`config.mk`:
```
export PLATFORM = sky130hd
export DESIGN_NAME = sorted_key_table
export DESIGN_NICKNAME = d
export VERILOG_FILES = /design/src/rtl/core/skt_pkg.sv /design/src/rtl/core/skt_cell.sv /design/src/rtl/core/sorted_key_table.sv
export SDC_FILE = /design/constraint.sdc
export NUM_CORES = 2
export LEC_CHECK = 0
export BUFFER_PORTS_ARGS = -buffer_cell sky130_fd_sc_hd__buf_2
export CAP_MARGIN = 10
export CORE_MARGIN = 1.5
export CORE_UTILIZATION = 35
export CTS_CLUSTER_SIZE = 24
export DETAILED_ROUTE_END_ITERATION = 16
export PLACE_DENSITY_LB_ADDON = 0.2
export SETUP_SLACK_MARGIN = 0.3
export SLEW_MARGIN = 10
export SYNTH_ARGS = -nofsm -noshare
export SYNTH_HDL_FRONTEND = slang
export SYNTH_HIERARCHICAL = 1
export SYNTH_SLANG_ARGS = --single-unit
```
`constraint.sdc`:
```
create_clock -name clk -period 8.2 [get_ports clk]
set_clock_uncertainty 0.1 [all_clocks]
set_input_delay 1.23 -clock clk [delete_from_list [all_inputs] [get_ports clk]]
set_output_delay 1.23 -clock clk [all_outputs]
set_load 0.005 [all_outputs]
```
`src/rtl/core/skt_pkg.sv`:
```
// Package for the sorted key table: opcodes, status codes, field widths and
// the control and flag structs passed between the top level and its cells.
// No dependencies.
`timescale 1ns / 1ps

package skt_pkg;

  // Fixed widths of the request and result fields.
  localparam int OP_W      = 2;
  localparam int KEY_PORT_W = 16;
  localparam int PAY_W     = 16;
  localparam int POS_W     = 4;
  localparam int USED_W    = 5;

  // Default sizing of the table.
  localparam int DEF_TABLE_DEPTH = 16;
  localparam int DEF_KEY_BITS    = 16;

  typedef enum logic [OP_W-1:0] {
    OP_INSERT = 2'd0,
    OP_REMOVE = 2'd1,
    OP_READ   = 2'd2
  } op_t;

  typedef enum logic [1:0] {
    ST_OK        = 2'd0,
    ST_NOT_FOUND = 2'd1,
    ST_FULL      = 2'd2,
    ST_BAD_POS   = 2'd3
  } status_t;

  // Per-cell control computed at the top level.
  typedef struct packed {
    logic ins;       // accepted insert with room left
    logic rem;       // accepted remove
    logic found;     // the remove key is held somewhere
    logic occupied;  // cell index is below the fill count
    logic at_tail;   // cell index equals the fill count
    logic left_gt;   // left neighbor holds a key above the request key
  } cell_ctl_t;

  // Compare results each cell reports back.
  typedef struct packed {
    logic gt;     // occupied and key above request key
    logic ge;     // occupied and key at or above request key
    logic match;  // occupied and key equal to request key
  } cell_flag_t;

endpackage

```
`src/rtl/core/skt_cell.sv`:
```
// One cell of the sorted key table: holds one key and payload, compares
// against the request key and shifts right, left or loads. Uses skt_pkg.
`timescale 1ns / 1ps

module skt_cell
  import skt_pkg::*;
#(
  parameter int KEY_W = DEF_KEY_BITS
) (
  input  logic             clk,
  input  cell_ctl_t        ctl,
  input  logic [KEY_W-1:0] cmd_key,
  input  logic [PAY_W-1:0] cmd_payload,
  input  logic [KEY_W-1:0] left_key,
  input  logic [PAY_W-1:0] left_payload,
  input  logic [KEY_W-1:0] right_key,
  input  logic [PAY_W-1:0] right_payload,
  output cell_flag_t       flags,
  output logic [KEY_W-1:0] key,
  output logic [PAY_W-1:0] payload
);

  logic [KEY_W-1:0] key_next;
  logic [PAY_W-1:0] payload_next;

  // Compare the held key with the request key.
  always_comb begin
    flags.gt    = ctl.occupied && (key > cmd_key);
    flags.ge    = ctl.occupied && (key >= cmd_key);
    flags.match = ctl.occupied && (key == cmd_key);
  end

  // Insert shifts larger keys right and drops the new entry into the gap;
  // remove pulls every entry from the first match onward one place left.
  always_comb begin
    key_next     = key;
    payload_next = payload;
    if (ctl.ins) begin
      if (ctl.left_gt) begin
        key_next     = left_key;
        payload_next = left_payload;
      end else if (flags.gt || ctl.at_tail) begin
        key_next     = cmd_key;
        payload_next = cmd_payload;
      end
    end else if (ctl.rem && ctl.found && flags.ge) begin
      key_next     = right_key;
      payload_next = right_payload;
    end
  end

  always_ff @(posedge clk) begin
    key     <= key_next;
    payload <= payload_next;
  end

endmodule

```
`src/rtl/core/sorted_key_table.sv`:
```
// Top level of the sorted key table: a chain of skt_cell instances, the fill
// count, the read selector and the result register. Uses skt_pkg and skt_cell.
//
//   channel   direction  handshake            fields
//   request   in         in_valid / in_stall  op, key_in, payload_in, position
//   result    out        out_valid/out_stall  status, key_out, payload_out,
//                                             entries_used
//
// Each request is handled by all cells together: they compare the key in parallel
// and shift or load at the same edge, and the result is registered into the
// output register at the accepting edge. One request per cycle is sustained unless the result stalls.
// Reset clears the fill count and the result valid; cell contents stay
// undefined until written. A stalled result holds the request side off.
`timescale 1ns / 1ps

module sorted_key_table
  import skt_pkg::*;
#(
  parameter int TABLE_DEPTH = DEF_TABLE_DEPTH,
  parameter int KEY_BITS    = DEF_KEY_BITS
) (
  input  logic                  clk,
  input  logic                  rst,
  input  logic                  in_valid,
  output logic                  in_stall,
  input  logic [OP_W-1:0]       op,
  input  logic [KEY_PORT_W-1:0] key_in,
  input  logic [PAY_W-1:0]      payload_in,
  input  logic [POS_W-1:0]      position,
  output logic                  out_valid,
  input  logic                  out_stall,
  output logic [1:0]            status,
  output logic [KEY_PORT_W-1:0] key_out,
  output logic [PAY_W-1:0]      payload_out,
  output logic [USED_W-1:0]     entries_used
);

  localparam int KEY_W = (KEY_BITS < KEY_PORT_W) ? KEY_BITS : KEY_PORT_W;
  localparam int CNT_W = $clog2(TABLE_DEPTH + 1);

  logic                 accept;
  logic [KEY_W-1:0]     cmd_key;
  logic                 room;
  logic                 found;
  logic                 pos_ok;
  logic [KEY_W-1:0]     read_key;
  logic [PAY_W-1:0]     read_payload;
  logic [CNT_W-1:0]     count;
  logic [CNT_W-1:0]     count_next;
  logic [31:0]          count_ext;
  logic                 out_valid_next;
  status_t              status_next;
  logic [KEY_PORT_W-1:0] key_out_next;
  logic [PAY_W-1:0]     payload_out_next;

  logic [KEY_W-1:0]     cell_key     [TABLE_DEPTH];
  logic [PAY_W-1:0]     cell_payload [TABLE_DEPTH];
  cell_flag_t           cell_flags   [TABLE_DEPTH];
  cell_ctl_t            cell_ctl     [TABLE_DEPTH];

  // Handshake: a new request enters whenever the result register is free.
  assign in_stall = out_valid && out_stall;
  assign accept   = in_valid && !in_stall;
  assign cmd_key  = key_in[KEY_W-1:0];
  assign room     = count < CNT_W'(TABLE_DEPTH);
  assign pos_ok   = 32'(position) < 32'(count);

  // Match detection and read selection across all cells.
  always_comb begin
    found        = 1'b0;
    read_key     = '0;
    read_payload = '0;
    for (int i = 0; i < TABLE_DEPTH; i++) begin
      found = found | cell_flags[i].match;
      if (32'(position) == 32'(i)) begin
        read_key     = cell_key[i];
        read_payload = cell_payload[i];
      end
    end
  end

  // The row of cells, each wired to its neighbors.
  for (genvar i = 0; i < TABLE_DEPTH; i++) begin : g_cell
    logic [KEY_W-1:0] l_key;
    logic [PAY_W-1:0] l_payload;
    logic             l_gt;
    logic [KEY_W-1:0] r_key;
    logic [PAY_W-1:0] r_payload;

    if (i == 0) begin : g_first
      assign l_key     = '0;
      assign l_payload = '0;
      assign l_gt      = 1'b0;
    end else begin : g_inner
      assign l_key     = cell_key[i-1];
      assign l_payload = cell_payload[i-1];
      assign l_gt      = cell_flags[i-1].gt;
    end

    if (i == TABLE_DEPTH - 1) begin : g_last
      assign r_key     = cell_key[i];
      assign r_payload = cell_payload[i];
    end else begin : g_body
      assign r_key     = cell_key[i+1];
      assign r_payload = cell_payload[i+1];
    end

    always_comb begin
      cell_ctl[i].ins      = accept && (op == OP_INSERT) && room;
      cell_ctl[i].rem      = accept && (op == OP_REMOVE);
      cell_ctl[i].found    = found;
      cell_ctl[i].occupied = CNT_W'(i) < count;
      cell_ctl[i].at_tail  = CNT_W'(i) == count;
      cell_ctl[i].left_gt  = l_gt;
    end

    skt_cell #(
      .KEY_W(KEY_W)
    ) u_cell (
      .clk          (clk),
      .ctl          (cell_ctl[i]),
      .cmd_key      (cmd_key),
      .cmd_payload  (payload_in),
      .left_key     (l_key),
      .left_payload (l_payload),
      .right_key    (r_key),
      .right_payload(r_payload),
      .flags        (cell_flags[i]),
      .key          (cell_key[i]),
      .payload      (cell_payload[i])
    );
  end

  // Result and fill count for the accepted request.
  always_comb begin
    count_next       = count;
    status_next      = ST_OK;
    key_out_next     = '0;
    payload_out_next = '0;
    case (op)
      OP_INSERT: begin
        if (room) begin
          count_next = count + CNT_W'(1);
        end else begin
          status_next = ST_FULL;
        end
      end
      OP_REMOVE: begin
        if (found) begin
          count_next = count - CNT_W'(1);
        end else begin
          status_next = ST_NOT_FOUND;
        end
      end
      OP_READ: begin
        if (pos_ok) begin
          key_out_next     = KEY_PORT_W'(read_key);
          payload_out_next = read_payload;
        end else begin
          status_next = ST_BAD_POS;
        end
      end
      default: begin
        status_next = ST_OK;
      end
    endcase
    if (!accept) begin
      count_next = count;
    end
    count_ext = 32'(count_next);
  end

  // Result register valid: set on accept, cleared when taken.
  always_comb begin
    out_valid_next = out_valid;
    if (accept) begin
      out_valid_next = 1'b1;
    end else if (!out_stall) begin
      out_valid_next = 1'b0;
    end
  end

  always_ff @(posedge clk) begin
    if (rst) begin
      count     <= '0;
      out_valid <= 1'b0;
    end else begin
      count     <= count_next;
      out_valid <= out_valid_next;
    end
  end

  always_ff @(posedge clk) begin
    if (accept) begin
      status       <= status_next;
      key_out      <= key_out_next;
      payload_out  <= payload_out_next;
      entries_used <= count_ext[USED_W-1:0];
    end
  end

  // The fill count never passes the table depth.
  a_count_bound: assert property (@(posedge clk) disable iff (rst)
    count <= CNT_W'(TABLE_DEPTH))
    else $error("fill count exceeds table depth");

  // An insert with room grows the table by exactly one entry.
  a_insert_grows: assert property (@(posedge clk) disable iff (rst)
    accept && (op == OP_INSERT) && room |=> count == $past(count) + CNT_W'(1))
    else $error("insert did not grow the fill count");

  // A remove of a missing key leaves the count alone and reports not found.
  a_remove_miss: assert property (@(posedge clk) disable iff (rst)
    accept && (op == OP_REMOVE) && !found
      |=> count == $past(count) && status == ST_NOT_FOUND)
    else $error("failed remove changed the table");

endmodule
```
== Yosys cells after proc, flatten, opt, wreduce, memory -nomap -nowiden ==
Index checks and enable logic that the tools add are counted.
Storage, ports and cells
  bits in writable memories: 0
  bits in latches: 0
  memories kept: 0
  register bits after elaboration: 557
  logic and storage cells: 453
  input bits: 42
  bits in read-only memories: 0
Cells by class
  equality and inequality tests: 64
  div/mod/pow operators: 0
  reductions and logical operators: 121
  $add $sub $neg: 2
  shift-type cells: 0
  bitwise gates (word level): 15
  multiply operators: 0
  mux-type cells: 164
  magnitude comparators: 49
Operator list (count)
  $mux W16: 154
  $eq A16 B16 Y1: 16
  $gt A16 B16 Y1: 16
  $ge A16 B16 Y1: 15
  $logic_and A1 B1 Y1: 68
  $ne A3 B1 Y1 const B: 14
  $eq A4 B5 Y1 const A: 8
  $lt A4 B5 Y1 const A: 8
  $reduce_and A2 Y1: 17
  $eq A4 B4 Y1 const B: 8
  $reduce_bool A2 Y1: 16
  $eq A3 B5 Y1 const A: 4
  $lt A3 B5 Y1 const A: 4
  $eq A4 B3 Y1 const B: 4
  $logic_or A1 B1 Y1: 16
  $mux W5: 3
  $or A1 B1 Y1: 15
  $eq A2 B5 Y1 const A: 2
  $lt A1 B5 Y1 const A: 2
  $lt A2 B5 Y1 const A: 2
  $pmux W5 S2: 1
  $eq A4 B2 Y1 const B: 2
  $pmux W2 S3: 1
  $add A5 B1 Y5 const B: 1
  other kinds (14): 18

== Longest topological paths before layout ==
  depth in word-level cells: 21
  depth in mapped cells: 12

== Hierarchy ==
The synthesis kept the hierarchy.
By module, submodules not included
  skt_cell (g_cell[0].u_cell ...): cells each 202, instances 15, area each 2087.0 um^2
  sorted_key_table: cells each 899, instances 1, area each 7070.5 um^2
  skt_cell (g_cell[9].u_cell): cells each 202, instances 1, area each 2080.7 um^2

== Least setup slack after synthesis ==
No wires, ideal clock.
  kind: input to register
  start point: input in_valid
  end point: register g_cell[0].u_cell.key[0] (enable)
  data arrival time: 7.989 ns
  data required time: 7.708 ns
  buffers on the path: 1
  stages on the path: 6
  slack: -0.280 ns
  path through: a21boi_1 nand2_1 nor3_1 clkbuf_1 o21a_1 a221o_1
RTL lines
  from (decl): RTL line sorted_key_table.sv:24  | input logic in_valid,
  to (signal assigned): RTL line skt_cell.sv:53  | key <= key_next;
  to (decl): RTL line skt_cell.sv:19  | output logic [KEY_W-1:0] key,

==> qor.csv <==
metric,value,unit
Post-DRT Antenna Nets,0,
Std-Cell Rows,124,
residual DRC count,0,
post-CTS setup buffer count,0,
via/cell ratio,5.75,
NumNets Final,4398,
Mapped Cells,4114,
vias in the first global route,30600,
static leakage,16.4,nW
Slew Limit Fails,0,
Peak VDD IR,132,uV
worst slew pin tran,1240,ps
hold crit path type,register to register,
Clock Root Buffer,clkbuf_16,
unrepaired setup endpoints after global routing,false,
later-pin clock latency in the skew report,660,ps
WP data required,8320,ps
share of cells above drive strength 1,10.2,%
Final Power,0.00707,W
Max Root-Sink Buffers,3,
num ports,83,
final estimated routing congestion in global placement,0.925,
setup TNS,0,ps
P&R area growth vs syn,9.99,%
"CP delay by family, top",simple AND/OR/NAND/NOR gates,
CP endpoint kind,register,
TritonCTS buffer count,73,
Hold Buf Count CTS,0,
chip height,342,um
Resized cells post-CTS,0,
drt pass-1 iters,6,
DRT iter0 DRCs,3182,
"Setup violations, final",0,
Die Wd,342,um
placed cells,5528,
CP peak stage delay,750,ps
fin crit period,5360,ps
total core area,114000,um^2
CTS sink count,557,
average cell area after synthesis,9.80,um^2
final hold violations,0,
Worst EP arrival,5480,ps
largest net degree at the start of global routing,236,
die footprint,117000,um^2
CTS tree,yes,
total grt overflow,0,
status,completed,
Synth warnings,6,
Tot GR Track Use,25.0,%
non-filler instance count after layout,5656,
cells along the critical path,buf_2 > inv_1 > ha_1 > nand4_1 > or2_2 > nor3_4 > and2_1 > or4_1 > nor4_4 > inv_2 > and4b_1 > o21bai_1 > a221o_2,
routed length per instance,26.4,um
CP max stage cell,a221o_2,
CP Class,input pin to register,
via count,32500,
Post-Route WL,149000,um
Relative slew margins,17.0,%
CP max FO,32,
htree depth,3,
initial core utilization,35.3,%
fill cell total of the finished layout,11400,
initial antenna violation count,24,
first-pass GRT wire length,217000,um
part of the cycle the worst path needs,65.4,%
MaxCap Viol Count,0,
Critical path buffers and inverters,3,
HPWL after detailed placement,103000,um
Peak Freq,187,MHz
Post-Syn Area,40300,um^2
Clock transition at path regs,60,ps
critical path launch point type,input pin,
Power Density,159,nW/um^2
PortBufs,82,
cell type report:
class | count | area, um^2 | area share (%)
inverter | 273 | 1020 | 2.31
antenna | 4 | 10.0 | 0.0226
multi-input combinational | 3041 | 21600 | 48.8
tap | 1512 | 1890 | 4.27
clock buffer | 95 | 1930 | 4.35
timing repair buffer | 145 | 966 | 2.18
clock inverter | 29 | 236 | 0.533
sequential | 557 | 16700 | 37.6
cells in the final DEF, fill, tap and decap left out, types with 17 or more instances in the layout:
master       n
a21oi_1    711
nor2_1     578
edfxtp_1   551
mux2i_1    549
inv_1      267
ha_1       265
nand2_1     92
buf_2       79
o21ai_0     75
clkbuf_16   73
nand4_1     68
buf_4       59
o22ai_1     49
o21ai_1     34
a21o_1      33
conb_1      33
mux2_2      31
nor2b_1     29
a211oi_1    29
mux4_2      28
nand3_1     27
a2bb2oi_1   24
and2_1      22
clkbuf_1    20
nand2b_1    19
or4_4       18
o211ai_1    17
o21bai_1    17
routing by layer:
layer  vias to the layer above  GRT usage (%)  wire, um
met3                       240           5.19     12500
li1                      15300              -         -
met1                     15600           35.6     66900
met4                        10           8.66      4900
met2                      1344           37.5     65000
met5                         -              0        60
per-stage QoR:
step	hold slack (ps)	instance area, um^2	setup WS, ps	util (%)
final	527	44400	2840	38.8
after global routing	562	44400	2730	38.8
after CTS	528	44300	2940	38.8
after detailed placement	514	42200	2250	36.9
after global placement	502	42200	2270	36.9
after floorplan	475	40500	873	-
tightest hold or removal path, stage by stage, from the launching register on:
cell and delay, ps:
edfxtp_1 360, nor2_1 50, a21oi_1 100
final timing paths:
path | from | endpoint | slack [ps] | cells after the start
worst max-delay path | key_in[14] | g_cell[1].u_cell/payload[13] | 2840 | 13
worst min-delay path | g_cell[14].u_cell/payload[7] | g_cell[13].u_cell/payload[7] | 530 | 2
worst max register to register | count[2] | g_cell[1].u_cell/payload[13] | 3510 | 9
worst min register to register | g_cell[14].u_cell/payload[7] | g_cell[13].u_cell/payload[7] | 530 | 2
power breakdown:
part | total [W] | internal, W | switching, W
logic | 0.000861 | 0.000281 | 0.000580
clock network | 0.00306 | 0.00172 | 0.00134
registers | 0.00315 | 0.00314 | 0.0000137
flip-flops by register name, summed over array words and instances, names as in the netlist:
signal / count
count: 5
entries_used: 5
payload_out: 16
key_out: 16
g_cell.u_cell/payload: 256
status: 2
g_cell.u_cell/key: 256
out_valid: 1
Power figures use the tool's default switching activity.
